## config.mk

```make
export PLATFORM = sky130hd
export DESIGN_NAME = eye_vote_sleep_detector_core
export DESIGN_NICKNAME = d
export VERILOG_FILES = /design/src/eyevs_pkg.sv /design/src/eyevs_vote.sv /design/src/eyevs_sleep_timer.sv /design/src/eye_vote_sleep_detector_core.sv
export SDC_FILE = /design/constraint.sdc
export NUM_CORES = 1
export LEC_CHECK = 0
export ABC_AREA = 1
export BUFFER_PORTS_ARGS = -buffer_cell sky130_fd_sc_hd__buf_2
export CELL_PAD_IN_SITES_DETAIL_PLACEMENT = 2
export CELL_PAD_IN_SITES_GLOBAL_PLACEMENT = 2
export CORE_AREA = 8 8 308 161
export DETAILED_ROUTE_END_ITERATION = 8
export DIE_AREA = 0 0 316 169
export GPL_TIMING_DRIVEN = 0
export HOLD_SLACK_MARGIN = 0.02
export PLACE_DENSITY_LB_ADDON = 0.1
export SYNTH_ARGS = -nofsm -noshare
export SYNTH_HDL_FRONTEND = slang
export SYNTH_SLANG_ARGS = --single-unit
```

## constraint.sdc

```tcl
create_clock -name aclk -period 7.45 [get_ports aclk]
set_input_delay 0.3725 -clock aclk [delete_from_list [all_inputs] [get_ports aclk]]
set_output_delay 0.3725 -clock aclk [all_outputs]
set_load 0.02 [all_outputs]
```

## src/eyevs_pkg.sv

```systemverilog
// shared types and constants of the eye vote sleep detector
// beat structs, eye and sleep codes, register indexes and widths; no dependencies
package eyevs_pkg;

    localparam int TIME_BITS = 32;
    localparam int TS_W      = 32;
    localparam int VOTE_W    = 7;
    localparam int LIMIT_W   = 6;
    localparam int SLEEP_W   = 16;
    localparam int CFG_IDX_W = 2;
    localparam int CFG_DATA_W = 16;

    localparam logic [CFG_IDX_W-1:0] CFG_VOTE_LIMIT = 2'd0;
    localparam logic [CFG_IDX_W-1:0] CFG_SLEEP_TIME = 2'd1;

    localparam logic [LIMIT_W-1:0] VOTE_LIMIT_RST = 6'd5;
    localparam logic [SLEEP_W-1:0] SLEEP_TIME_RST = 16'd3000;

    typedef enum logic [1:0] {
        EYE_CLOSED = 2'd0,
        EYE_OPEN   = 2'd1,
        EYE_NA     = 2'd2
    } eye_state_t;

    typedef enum logic [1:0] {
        SLEEP_AWAKE  = 2'd0,
        SLEEP_ASLEEP = 2'd1,
        SLEEP_NODET  = 2'd2
    } sleep_status_t;

    typedef struct packed {
        logic            left_present;
        logic [1:0]      left_label;
        logic            right_present;
        logic [1:0]      right_label;
        logic [TS_W-1:0] time_ms;
    } eyevs_in_t;

    typedef struct packed {
        logic [1:0] left_state;
        logic [1:0] right_state;
        logic [1:0] sleep_status;
    } eyevs_out_t;

endpackage

```

## src/eyevs_vote.sv

```systemverilog
// vote counters and filtered state of one eye
// three saturating counters, argmax with lower index on ties; uses eyevs_pkg
module eyevs_vote (
    input  logic                          aclk,
    input  logic                          aresetn,
    input  logic                          en,
    input  logic                          present,
    input  logic [1:0]                    label,
    input  logic [eyevs_pkg::LIMIT_W-1:0] vote_limit,
    output eyevs_pkg::eye_state_t         state
);
    import eyevs_pkg::*;

    localparam int SUM_W = VOTE_W + 1;

    logic signed [VOTE_W-1:0] votes_reg  [3];
    logic signed [VOTE_W-1:0] votes_next [3];
    logic [1:0]               win;
    logic [1:0]               best;

    assign win = (label == 2'd3) ? 2'd2 : label;

    always_comb begin
        logic signed [SUM_W-1:0] lim;
        logic signed [SUM_W-1:0] nlim;
        logic signed [SUM_W-1:0] sum;
        lim  = {{(SUM_W-LIMIT_W){1'b0}}, vote_limit};
        nlim = -lim;
        sum  = '0;
        for (int k = 0; k < 3; k++) begin
            votes_next[k] = votes_reg[k];
            if (present) begin
                if (2'(k) == win) begin
                    sum = {votes_reg[k][VOTE_W-1], votes_reg[k]} + SUM_W'(1);
                    votes_next[k] = (sum >= lim) ? lim[VOTE_W-1:0] : sum[VOTE_W-1:0];
                end else begin
                    sum = {votes_reg[k][VOTE_W-1], votes_reg[k]} - SUM_W'(1);
                    votes_next[k] = (sum <= nlim) ? nlim[VOTE_W-1:0] : sum[VOTE_W-1:0];
                end
            end
        end
    end

    // argmax, lower index wins ties
    always_comb begin
        best = 2'd0;
        if (votes_next[1] > votes_next[0]) begin
            best = 2'd1;
        end
        if (votes_next[2] > votes_next[best]) begin
            best = 2'd2;
        end
    end

    assign state = eye_state_t'(best);

    always_ff @(posedge aclk) begin
        if (!aresetn) begin
            for (int k = 0; k < 3; k++) begin
                votes_reg[k] <= '0;
            end
        end else if (en) begin
            for (int k = 0; k < 3; k++) begin
                votes_reg[k] <= votes_next[k];
            end
        end
    end

endmodule

```

## src/eyevs_sleep_timer.sv

```systemverilog
// closure timer and sleep status decision
// takes both filtered eye states and the frame time; uses eyevs_pkg
module eyevs_sleep_timer (
    input  logic                            aclk,
    input  logic                            aresetn,
    input  logic                            en,
    input  eyevs_pkg::eye_state_t           left_state,
    input  eyevs_pkg::eye_state_t           right_state,
    input  logic [eyevs_pkg::TIME_BITS-1:0] now,
    input  logic [eyevs_pkg::SLEEP_W-1:0]   sleep_time,
    output eyevs_pkg::sleep_status_t        status
);
    import eyevs_pkg::*;

    logic [TIME_BITS-1:0] closure_start_reg, closure_start_next;
    logic                 not_yet_closed_reg, not_yet_closed_next;
    sleep_status_t        sleep_state_reg, sleep_state_next;
    logic [TIME_BITS-1:0] start;
    logic [TIME_BITS-1:0] elapsed;

    assign start   = not_yet_closed_reg ? now : closure_start_reg;
    assign elapsed = now - start;

    always_comb begin
        closure_start_next  = closure_start_reg;
        not_yet_closed_next = not_yet_closed_reg;
        sleep_state_next    = sleep_state_reg;
        if (left_state == EYE_CLOSED && right_state == EYE_CLOSED) begin
            closure_start_next  = start;
            not_yet_closed_next = 1'b0;
            if (elapsed > TIME_BITS'(sleep_time)) begin
                sleep_state_next = SLEEP_ASLEEP;
            end
        end else if (left_state == EYE_OPEN && right_state == EYE_OPEN) begin
            sleep_state_next    = SLEEP_AWAKE;
            not_yet_closed_next = 1'b1;
        end else if (left_state == EYE_NA || right_state == EYE_NA) begin
            sleep_state_next    = SLEEP_NODET;
            not_yet_closed_next = 1'b1;
        end
    end

    assign status = sleep_state_next;

    always_ff @(posedge aclk) begin
        if (!aresetn) begin
            closure_start_reg  <= '0;
            not_yet_closed_reg <= 1'b1;
            sleep_state_reg    <= SLEEP_AWAKE;
        end else if (en) begin
            closure_start_reg  <= closure_start_next;
            not_yet_closed_reg <= not_yet_closed_next;
            sleep_state_reg    <= sleep_state_next;
        end
    end

endmodule

```

## src/eye_vote_sleep_detector_core.sv

```systemverilog
// Eye vote sleep detector: one frame beat in, one status beat out. A frame is
// taken every cycle while m_ready is high. Each frame is held in the input
// register and its result in the result register, which drives m_data;
// the vote counters and closure timer update at the edge that moves
// the frame from the input register to the result register. With the result
// register held by a low m_ready, one more frame waits in the input register and
// s_ready then drops. Configuration writes are always accepted and should only
// be issued while the block is idle.
// Depends on eyevs_pkg, eyevs_vote and eyevs_sleep_timer.
module eye_vote_sleep_detector_core (
    input  logic                             aclk,
    input  logic                             aresetn,
    input  logic                             s_valid,
    output logic                             s_ready,
    input  eyevs_pkg::eyevs_in_t             s_data,
    output logic                             m_valid,
    input  logic                             m_ready,
    output eyevs_pkg::eyevs_out_t            m_data,
    input  logic                             cfg_valid,
    output logic                             cfg_ready,
    input  logic [eyevs_pkg::CFG_IDX_W-1:0]  cfg_index,
    input  logic [eyevs_pkg::CFG_DATA_W-1:0] cfg_data
);
    import eyevs_pkg::*;

    eyevs_in_t            in_data_reg;
    logic                 in_vld_reg;
    eyevs_out_t           out_data_reg;
    logic                 out_vld_reg;
    logic [LIMIT_W-1:0]   vote_limit_reg;
    logic [SLEEP_W-1:0]   sleep_time_reg;
    logic                 adv;
    eye_state_t           left_state;
    eye_state_t           right_state;
    sleep_status_t        status;
    logic [TIME_BITS-1:0] now;

    assign adv       = in_vld_reg && (!out_vld_reg || m_ready);
    assign s_ready   = !in_vld_reg || adv;
    assign m_valid   = out_vld_reg;
    assign m_data    = out_data_reg;
    assign cfg_ready = 1'b1;
    assign now       = TIME_BITS'(in_data_reg.time_ms);

    eyevs_vote u_left (
        .aclk       (aclk),
        .aresetn    (aresetn),
        .en         (adv),
        .present    (in_data_reg.left_present),
        .label      (in_data_reg.left_label),
        .vote_limit (vote_limit_reg),
        .state      (left_state)
    );

    eyevs_vote u_right (
        .aclk       (aclk),
        .aresetn    (aresetn),
        .en         (adv),
        .present    (in_data_reg.right_present),
        .label      (in_data_reg.right_label),
        .vote_limit (vote_limit_reg),
        .state      (right_state)
    );

    eyevs_sleep_timer u_timer (
        .aclk        (aclk),
        .aresetn     (aresetn),
        .en          (adv),
        .left_state  (left_state),
        .right_state (right_state),
        .now         (now),
        .sleep_time  (sleep_time_reg),
        .status      (status)
    );

    always_ff @(posedge aclk) begin
        if (!aresetn) begin
            in_vld_reg  <= 1'b0;
            out_vld_reg <= 1'b0;
        end else begin
            if (s_valid && s_ready) begin
                in_vld_reg <= 1'b1;
            end else if (adv) begin
                in_vld_reg <= 1'b0;
            end
            if (adv) begin
                out_vld_reg <= 1'b1;
            end else if (m_ready) begin
                out_vld_reg <= 1'b0;
            end
        end
    end

    always_ff @(posedge aclk) begin
        if (s_valid && s_ready) begin
            in_data_reg <= s_data;
        end
        if (adv) begin
            out_data_reg.left_state   <= left_state;
            out_data_reg.right_state  <= right_state;
            out_data_reg.sleep_status <= status;
        end
    end

    always_ff @(posedge aclk) begin
        if (!aresetn) begin
            vote_limit_reg <= VOTE_LIMIT_RST;
            sleep_time_reg <= SLEEP_TIME_RST;
        end else if (cfg_valid && cfg_ready) begin
            unique case (cfg_index)
                CFG_VOTE_LIMIT: vote_limit_reg <= cfg_data[LIMIT_W-1:0];
                CFG_SLEEP_TIME: sleep_time_reg <= cfg_data[SLEEP_W-1:0];
                default: ;
            endcase
        end
    end

`ifndef NO_ASSERTIONS
    // both eyes open always resolves to awake
    assert property (@(posedge aclk) disable iff (!aresetn)
        (out_vld_reg && out_data_reg.left_state == EYE_OPEN
                     && out_data_reg.right_state == EYE_OPEN)
        |-> (out_data_reg.sleep_status == SLEEP_AWAKE))
        else $error("open eyes without awake status");

    // an na eye always resolves to no detection
    assert property (@(posedge aclk) disable iff (!aresetn)
        (out_vld_reg && (out_data_reg.left_state == EYE_NA
                      || out_data_reg.right_state == EYE_NA))
        |-> (out_data_reg.sleep_status == SLEEP_NODET))
        else $error("na eye without no-detection status");

    // a held frame beat is not dropped while the result side stalls
    assert property (@(posedge aclk) disable iff (!aresetn)
        (in_vld_reg && !adv) |=> (in_vld_reg && $stable(in_data_reg)))
        else $error("stalled frame beat lost");

    // a result beat is produced exactly when a frame leaves the input register
    assert property (@(posedge aclk) disable iff (!aresetn)
        adv |=> out_vld_reg)
        else $error("frame advanced without result beat");
`endif

endmodule
```

**Yosys cells after proc, flatten, opt, wreduce, memory -nomap -nowiden**

Memory sizes are Yosys's and may differ from the RTL's.
Cells that the tools add are included.
Widths: inputs -> output; s select.

- Register bits after elaboration: 103
- Bits in writable memories: 42
- Bits of input ports: 61
- Output and inout port bits: 9
- Logic and storage cells: 148
- Memories kept: 2

Memories:

| memory | words | bits a word | read ports | clocked after Yosys merged registers in | write ports | RTL line | text |
|---|---|---|---|---|---|---|---|
| u_left.votes_reg | 3 | 7 | 3 | 0 | 3 | eyevs_vote.sv:16 | `logic signed [VOTE_W-1:0] votes_reg [3];` |
| u_right.votes_reg | 3 | 7 | 3 | 0 | 3 | eyevs_vote.sv:16 |  |

- $add $sub $neg: 14
- $lt $le $gt $ge: 19
- Equal/unequal tests: 11
- Mux-type cells: 58
- Bitwise logic cells: 8
- Reduce and logical (&&, ||, !) cells: 21

Operators with widths:

| operator | count |
|---|---|
| $mux 7 | 34 |
| $add 7x2->8 const B | 6 |
| $ge 8x7->1 | 6 |
| $le 8x8->1 | 6 |
| $sub 7x2->8 const B | 6 |
| $gt 32x16->1 | 1 |
| $mux 32 | 1 |
| $sub 32x32->32 | 1 |
| $bmux 7 s2 | 2 |
| $gt 7x7->1 | 4 |
| $mux 2 | 8 |
| $mux 1 | 13 |
| $logic_not 2->1 | 5 |
| $eq 2x2->1 const B | 4 |
| $neg 6->8 | 1 |
| $reduce_and 2->1 | 4 |
| $eq 2x1->1 const B | 3 |
| $ge 3x3->1 const B | 2 |
| $not 1->3 | 2 |
| $or 1x1->1 | 6 |
| $eq 1x2->1 const A | 2 |
| $eq 2x2->1 const A | 2 |
| $logic_and 1x1->1 | 4 |
| $reduce_bool 2->1 | 2 |
| 3 further kinds | 6 |

**Depth between registers and ports, before layout**

Gate-level depths: netlist of the first run.
An unclocked memory read counts as a cell.

- Word-level depth: 19
- Gate-level depth with buffers: 49

**Hierarchy**

Synthesis of the first run repeated with hierarchy kept, for this count alone.

- Cells, all modules: 2,244
- Area total of the unflattened synthesis: 15,097.0 µm²

Modules (own cells, without submodules):

| module | times used | cells each | area each (µm²) |
|---|---|---|---|
| eyevs_sleep_timer | 1 | 822 | 4,647.0 |
| eyevs_vote at u_right | 1 | 615 | 4,061.4 |
| eyevs_vote at u_left | 1 | 622 | 4,060.1 |
| eye_vote_sleep_detector_core | 1 | 185 | 2,328.5 |

**Worst setup path before layout of the first run**

No wires, ideal clock.

- Kind: register to register
- Start point: reg vote_limit_reg[0]
- End point: reg u_timer.closure_start_reg[24]
- Arrival: 6,502 ps
- Required time: 7,328 ps
- Setup slack: 825 ps
- Stages on the path, launching flop included: 45
- Path buffers: 2
- Period minus slack after synthesis: 6,625 ps
- Cell sequence: dfxtp_1 buf_2 inv_1 ha_1 inv_1 nor2_1 nand2_1 nor3_1 ha_1 nand2_1 nor2_1 nand2_1 o211ai_1 inv_1 or2_2 nand3_1 inv_1 o211ai_1 [9 not listed] nand2_1 o21ai_0 ha_1 nand2_1 nor2_1 a211oi_1 nor2_1 nor2_1 o221ai_1 o21ai_0 nand2_1 nor2_2 nand3_4 inv_4 buf_8 nand2_1 nand2_1 a21oi_2

- Word-level cells in the longest chain between the ends: 16
- Elaborated cells between the ends (all ways): 57
- Classes of those cells: add/sub (1); order compare (16); mux (34); bitwise (2); reduce/logical (4)

Ends and longest elaborated chain:

| what | RTL line | text |
|---|---|---|
| start, declared | eye_vote_sleep_detector_core.sv:30 | `logic [LIMIT_W-1:0] vote_limit_reg;` |
| start signal, assigned | eye_vote_sleep_detector_core.sv:111 | `CFG_VOTE_LIMIT: vote_limit_reg <= cfg_data[LIMIT_W-1:0];` |
| $neg 6->8 | eyevs_vote.sv:28 | `nlim = -lim;` |
| $le 8x8->1 | eyevs_vote.sv:38 | `votes_next[k] = (sum <= nlim) ? nlim[VOTE_W-1:0] : sum[VOTE_W-1:0];` |
| $mux 7 | eyevs_vote.sv:38 |  |
| $mux 7 | eyevs_vote.sv:33 | `if (2'(k) == win) begin` |
| $mux 7 | eyevs_vote.sv:32 | `if (present) begin` |
| $gt 7x7->1 | eyevs_vote.sv:47 | `if (votes_next[1] > votes_next[0]) begin` |
| $mux 1 | eyevs_vote.sv:47 |  |
| $not 1->3 (not written as such) | eyevs_vote.sv:50 | `if (votes_next[2] > votes_next[best]) begin` |
| $bmux 7 s2 | eyevs_vote.sv:50 |  |
| $mux 7 (not written as such) (2 in a row) | eyevs_vote.sv:50 |  |
| $gt 7x7->1 | eyevs_vote.sv:50 |  |
| $mux 2 | eyevs_vote.sv:50 |  |
| $logic_not 2->1 | eyevs_sleep_timer.sv:28 | `if (left_state == EYE_CLOSED && right_state == EYE_CLOSED) begin` |
| $logic_and 1x1->1 (*) | eyevs_sleep_timer.sv:28 |  |
| $reduce_and 2->1 (no line) (*) | -- |  |
| end signal, assigned | eyevs_sleep_timer.sv:51 | `closure_start_reg <= closure_start_next;` |
| end, declared | eyevs_sleep_timer.sv:15 | `logic [TIME_BITS-1:0] closure_start_reg, closure_start_next;` |

Every way passes the cells marked *; elsewhere a longest branch is shown, timed or not. The select of a mux whose other input is x is not followed.
A chain may end at the register's enable or synchronous reset.

**Final worst setup path of the first run**

- Start point: reg vote_limit_reg[0]
- End point: reg u_timer.closure_start_reg[10]

Same word-level chain as after synthesis.

==> results of run 1 <==
## area by class of cell
type,count,share of cell area (%)
tap,609,4.81
sequential,145,23.8
buffer,55,2.20
multi-input combinational,1402,54.6
timing repair buffer,114,4.89
clock buffer,21,3.05
inverter,249,6.16
antenna,1,0.0158
clock inverter,11,0.481
## cells by family (layout without fill, tap and decap cells)
logic type / after synthesis / after routing / share of synthesized area, %
AO/OA/AOI/OAI: 463 / 463 / 20.0
XOR/XNOR: 69 / 69 / 4.59
buffers and inverters: 304 / 450 / 9.43
other: 1 / 2 / 0.0281
AND/OR/NAND/NOR: 704 / 704 / 22.2
adder cells (fa/ha/maj): 165 / 165 / 15.5
flip-flops: 145 / 145 / 28.2
## through the flow
step / util, % / std cells
CTS: 33.8 / 2584
floorplan: - / 1851
finish: 34.8 / 2607
global placement: 31.7 / 2528
detailed placement: 31.9 / 2533
global route: 34.7 / 2606
## critical path: cells and delay by family (launching register included)
family	cells	cell delay [ns]
buffers and inverters	8	1.12
AO/OA/AOI/OAI	10	1.42
flip-flops	1	0.39
AND/OR/NAND/NOR	18	2.56
XOR/XNOR	1	0.63
adder cells (fa/ha/maj)	3	0.85
## worst max-delay path by stage
stage | to | depth (start not counted)
2_1_floorplan | u_timer.closure_start_reg[24] | 44
6_report | u_timer.closure_start_reg[10] | 40
4_1_cts | u_timer.closure_start_reg[29] | 45
3_3_place_gp | u_timer.closure_start_reg[25] | 41
5_1_grt | u_timer.closure_start_reg[3] | 43
3_5_place_dp | u_timer.closure_start_reg[29] | 38
## power by group through the flow
stage | registers [µW] | clock network (µW) | logic [µW]
floorplan | 967 | 0 | 992
global placement | 978 | 0 | 1450
detailed placement | 978 | 0 | 1530
CTS | 960 | 902 | 1610
global route | 965 | 930 | 1880
finish | 960 | 876 | 1710
## layout by cell type (no fill, tap or decap), drive strengths merged, types with 60 or more instances in the layout
cell	instances
nand2	397
inv	237
a21oi	225
nor2	170
ha	164
o21ai	143
buf	138
edfxtp	86
nand3	79
xor2	60
## metal layers
| layer | wire [µm] | vias to the layer above | global-route usage, % | part of all wire, % |
|---|---|---|---|---|
| met5 | 0 | - | 0 | 0 |
| met4 | 442 | 0 | 3.18 | 0.73 |
| met3 | 2670 | 27 | 3.26 | 4.4 |
| met2 | 22700 | 244 | 29.5 | 38 |
| met1 | 34400 | 6900 | 36.1 | 57 |
| li1 | - | 6521 | - | - |
## repair_timing
item | in CTS | in global routing
gates resized for setup | 59 | 53
hold buffers | 0 | 0
endpoints found under the setup margin | 41 | 37
cloned | 0 | 1
pin swaps | 6 | 15
setup buffers | 19 | 21
==> impl_metrics.tcl, run 1 <==
set metrics [dict create \
    clock_latency_ns 0.47 \
    timing_worst_setup_path_type "reg -> reg" \
    leakagePower_uw 0.00705 \
    io_pins 70 \
    chipWidth_um 316 \
    die_h_um 169 \
    ys_seq_area_share_pct 28.2 \
    gp_congestion 0.834 \
    setup.worst_path.start "vote_limit_reg[0]" \
    synth_warnings 0 \
    synthTopCellsByCount "nand2_1 (386), inv_1 (225), a21oi_1 (199)" \
    power_per_cell_area_mw_per_mm2 224 \
    numCtsBuffers 17 \
    critPathCaptureType "flip-flop" \
    maxCapViolations 0 \
    clockBufferDepth 2 \
    drv_slew 0 \
    status "finished, final reports clean" \
    layout_setup_ws_ns 0.298 \
    viasPerCell 5.25 \
    die-area_mm2 0.0534 \
    dpl_cell_area_mm2 0.0145 \
    root_buffer "clkbuf_16" \
    cts_sinks 145 \
    worstPathRequired_ns 7.79 \
    grt_pass1_wl_um 88800 \
    core_area_mm2 0.0456 \
    synth-edff-count 86 \
    min_path_type "in -> reg" \
    drive_gt1_share_pct 14.8 \
    drt_wl_total_um 60200 \
    gr-usage-all-layers_pct 22.0 \
    grt_max_degree 33 \
    crit_top_cell "nand2_1" \
    crit_path_top_delay_cell "xor2_4" \
    synth_fp_nets 2077 \
    critPathMaxStageDelay_ns 0.63 \
    tightest_slew_ns 0.948 \
    fin_skew_ns 0.0206 \
    hold_ws_ns 0.0754 \
    power.switching_uw 1580 \
    multi_input_area_mm2 0.00866 \
    start_util_pct 29.2 \
    intPower_uw 1970 \
    via_count 13692 \
    finalCriticalPeriod_ns 7.15 \
    cp_max_fo 12 \
    min_from "s_data[34]" \
    finalCritPeriodShare_pct 96.0 \
    fmax_ghz 0.140 \
    syn_area_mm2 0.0133 \
    synth_cells 1851 \
    hpwl_um 47000 \
    finalSetupViolCount 0 \
    drc_errors 0 \
    synth.distinct_cells 61 \
    drt_iter0_drc 846 \
    r2r_cells 40 \
    hold_viol 0 \
    firstDrtPassIters 5 \
    fin_setup_tns_ns 0 \
    ff_latch_area_mm2 0.00377 \
    crit_arrival_ns 7.49 \
    overflow 0 \
    power_uw 3550 \
    cts.clk_slew.worst_paths_ns 0.08 \
    port-buffer-count 68 \
    dp_slack_ns -2.76 \
    clockPowerShare_pct 24.7 \
    ys_seq_elements 145 \
    num-fill-cells 5419 \
    htree_levels 4 \
    nets 2210 \
    vdd_ir_drop_max_mv 0.166 \
    area_growth_pct 18.8 \
    rrSetupSlack_ns 0.30 \
    regToRegEndpoint "u_timer.closure_start_reg[10]" \
    hold_end "in_data_reg[34]" \
    hold-path-cell-count 1 \
    r2r_start "vote_limit_reg[0]" \
    wl_per_cell_um 23.1 \
    design_area_mm2 0.0159 \
    synth_area_per_cell_um2 7.21 \
    startpoint_type "flip-flop" \
    ys_async_sr_fraction_pct 0 \
    antenna_found_initial 2 \
    yosysTopAreaCellShare_pct 19.4 \
    relSlewSlack_pct 36.8 \
    netSwitchingFraction_pct 44.6 \
    synth_flop_cell "edfxtp_1" \
    cts_tree "done" \
    comb_power_share_pct 48.2 \
    synthMostInstantiatedCell "nand2_1" \
    yosys-top-cells-area "edfxtp_1 (19%), ha_1 (15%), nand2_1 (11%)" \
    grt_pass1_vias 14212 \
    rows 56 \
    power_frac_seq_pct 27.1 \
    yosysTopAreaCell "edfxtp_1" \
    ant_nets 0 \
]
No activity file was read; power rests on OpenSTA's default activity.
==> inputs of run 2 (changes only) <==
Settings changed: ABC_AREA 1 to default, CORE_AREA 8 8 308 161 to 8 8 314 164, DIE_AREA 0 0 316 169 to 0 0 322 172.
==> run 2 against run 1 <==
  * Core utilization increased by 1.9 points
  * Clock skew decreased by 0.0065 ns
  * Die area is 3.7% higher
  * Synthesized cell count down 13%
  * Via count up 0.64%
  * Area after synthesis increased by 4.6%
  * The run now ends with negative setup slack left
  * Worst setup slack got worse by 0.53 ns
  * Maximum frequency is 6.9% lower
  * Sequential power rose by 0.4%
==> impl_metrics.tcl, run 2 <==
set metrics [dict create \
    synth_xor_area_share_pct 4.77 \
    die-area_mm2 0.0554 \
    synth_compound_area_share_pct 20.4 \
    fin_util_pct 36.7 \
    leakagePower_uw 0.00739 \
    status "finished with violations" \
    clock_latency_ns 0.46 \
    viasPerCell 5.61 \
    synth-edff-count 86 \
    maxCapViolations 0 \
    finalCritPeriodShare_pct 103 \
    drive_gt1_share_pct 21.1 \
    grt_pass1_vias 14101 \
    synthMostInstantiatedCell "ha_1" \
    yosys.area_share.simple_pct 19.1 \
    fin_skew_ns 0.0142 \
    layout_commonest_cell "ha_1" \
    synth_top_family_by_area "compound AO/OA/AOI/OAI gates" \
    holdBufCountCts 0 \
    finalSetupViolCount 32 \
    synth_warnings 0 \
    critPathCaptureType "flip-flop" \
    core_area_mm2 0.0474 \
    yosysTopAreaCell "edfxtp_1" \
    layout_setup_ws_ns -0.229 \
    power_per_cell_area_mw_per_mm2 203 \
    htree_levels 4 \
    drt_iter0_drc 1077 \
    critPathMaxStageDelay_ns 0.52 \
    cp_max_fo 10 \
    r2r_cells 35 \
    firstDrtPassIters 5 \
    synthTopCellsByCount "ha_1 (164), nand2_1 (118), nor2_1 (110)" \
    ys_async_sr_fraction_pct 0 \
    timing_worst_setup_path_type "reg -> reg" \
    area_growth_pct 24.4 \
    gp_congestion 0.864 \
    rrSetupSlack_ns -0.23 \
    drt_wl_total_um 64600 \
    overflow 0 \
    grt_pass1_wl_um 94700 \
    dpl_cell_area_mm2 0.0152 \
    via_count 13779 \
    synth_cells 1603 \
    rsz0062_at_grt "yes" \
    muxShareOfSynthArea_pct 9.25 \
    ant_nets 0 \
    synth_fp_nets 1829 \
    relSlewSlack_pct 31.6 \
    wl_per_cell_um 26.3 \
    cts_tree "done" \
    synth.distinct_cells 83 \
    yosysTopAreaCellShare_pct 18.5 \
    synth_area_per_cell_um2 8.70 \
    grt_max_degree 25 \
    die_h_um 172 \
    worstPathRequired_ns 7.79 \
    vdd_ir_drop_max_mv 0.161 \
    design_area_mm2 0.0174 \
    ys_seq_elements 145 \
    setup.worst_path.end "u_timer.closure_start_reg[20]" \
    crit_path_top_delay_cell "or4b_4" \
    synth_flop_cell "edfxtp_1" \
    rows 57 \
    antenna_found_initial 3 \
    min_path_type "in -> reg" \
    start_util_pct 29.5 \
    regToRegEndpoint "u_timer.closure_start_reg[20]" \
    nets 2021 \
    clockBufferDepth 2 \
    tightest_slew_ns 1.02 \
    hpwl_um 48200 \
    chipWidth_um 322 \
    io_pins 70 \
    root_buffer "clkbuf_16" \
    cts.clk_slew.worst_paths_ns 0.08 \
    finalCriticalPeriod_ns 7.68 \
    violations "negative setup slack" \
    setup.worst_path.start "vote_limit_reg[0]" \
    drc_errors 0 \
    syn_area_mm2 0.0139 \
    numCtsBuffers 17 \
    yosys-top-cells-area "edfxtp_1 (19%), ha_1 (15%), dfxtp_1 (8.5%)" \
    r2r_start "vote_limit_reg[0]" \
    ys_seq_area_share_pct 27.0 \
    startpoint_type "flip-flop" \
    crit_arrival_ns 8.02 \
    port-buffer-count 68 \
    gr-usage-all-layers_pct 22.9 \
    fmax_ghz 0.130 \
    layout.cells.most_common_list "ha_1 (155), nand2_1 (114), nor2_1 (106)" \
    cts_sinks 145 \
    drv_slew 0 \
    synthAdderAreaFrac_pct 14.9 \
    hold_viol 0 \
]
## run 2: how the worst min path moves through the flow
stage | from | end | depth (start not counted)
floorplan | u_timer.closure_start_reg[0] | u_timer.closure_start_reg[0] | 2
global placement | u_timer.closure_start_reg[0] | u_timer.closure_start_reg[0] | 2
detailed placement | u_timer.closure_start_reg[0] | u_timer.closure_start_reg[0] | 2
CTS | s_data[37] | in_data_reg[37] | 1
global route | s_data[30] | now[30] | 1
finish | s_data[37] | in_data_reg[37] | 1
## run 2: metal layers
| metal | up-vias | track usage, % | routed length (µm) |
|---|---|---|---|
| met5 | - | 0 | 0 |
| met4 | 0 | 4.16 | 739 |
| met3 | 49 | 6.58 | 5420 |
| met2 | 391 | 28.5 | 22800 |
| met1 | 7042 | 37.1 | 35600 |
| li1 | 6297 | - | - |
## run 2: critical path, delay by kind of cell (launching register included)
family	cells	cell delay (ns)
compound gates	13	2.41
xor+xnor	1	0.18
fa+ha+maj	3	0.92
buf+inv	7	1.16
flops	1	0.38
mux	1	0.31
simple gates	10	2.18
## run 2: through the flow
step / instances / TNS, ns / total power, µW / hold slack (ns) / worst slack (ns)
after floorplan: 1603 / 0 / 1870 / 0.432 / 0.0120
after global placement: 2320 / -132.70 / 2280 / 0.445 / -3.50
after detailed placement: 2322 / -132.21 / 2330 / 0.456 / -3.49
after CTS: 2441 / -2.46 / 3470 / 0.0655 / -0.151
after global routing: 2458 / -15.11 / 3710 / 0.0659 / -0.502
final: 2458 / -6.11 / 3530 / 0.0820 / -0.229
## run 2: cell type report
type	count	area [µm²]
Fill cell	5295	30000
Clock inverter	14	150
Inverter	77	323
Multi-Input combinational cell	1299	10200
Tap cell	649	812
Timing Repair Buffer	180	1310
Clock buffer	18	450
Sequential cell	145	3780
Buffer	75	370
Antenna cell	1	2.50
## run 2: kinds of logic (layout without fill, tap and decap cells)
| family | Yosys count | count (layout) |
|---|---|---|
| xor gates and xnor gates | 76 | 76 |
| muxes | 116 | 116 |
| buffers and inverters | 160 | 364 |
| adders and majority gates | 166 | 166 |
| and+or+nand+nor | 523 | 523 |
| DFF | 145 | 145 |
| AOI/OAI and AO/OA | 416 | 417 |
| other | 1 | 2 |
## run 2: power by group
group          internal [µW]  switching (µW)
combinational            652             977
sequential               910            54.3
clock                    518             418
## run 2: timing repair
item                                    in CTS  in global routing
pin swaps                                   34                 24
cloned                                       2                  1
buffers inserted                            90                 21
endpoints found under the setup margin      41                 37
gates resized for setup                    135                 34
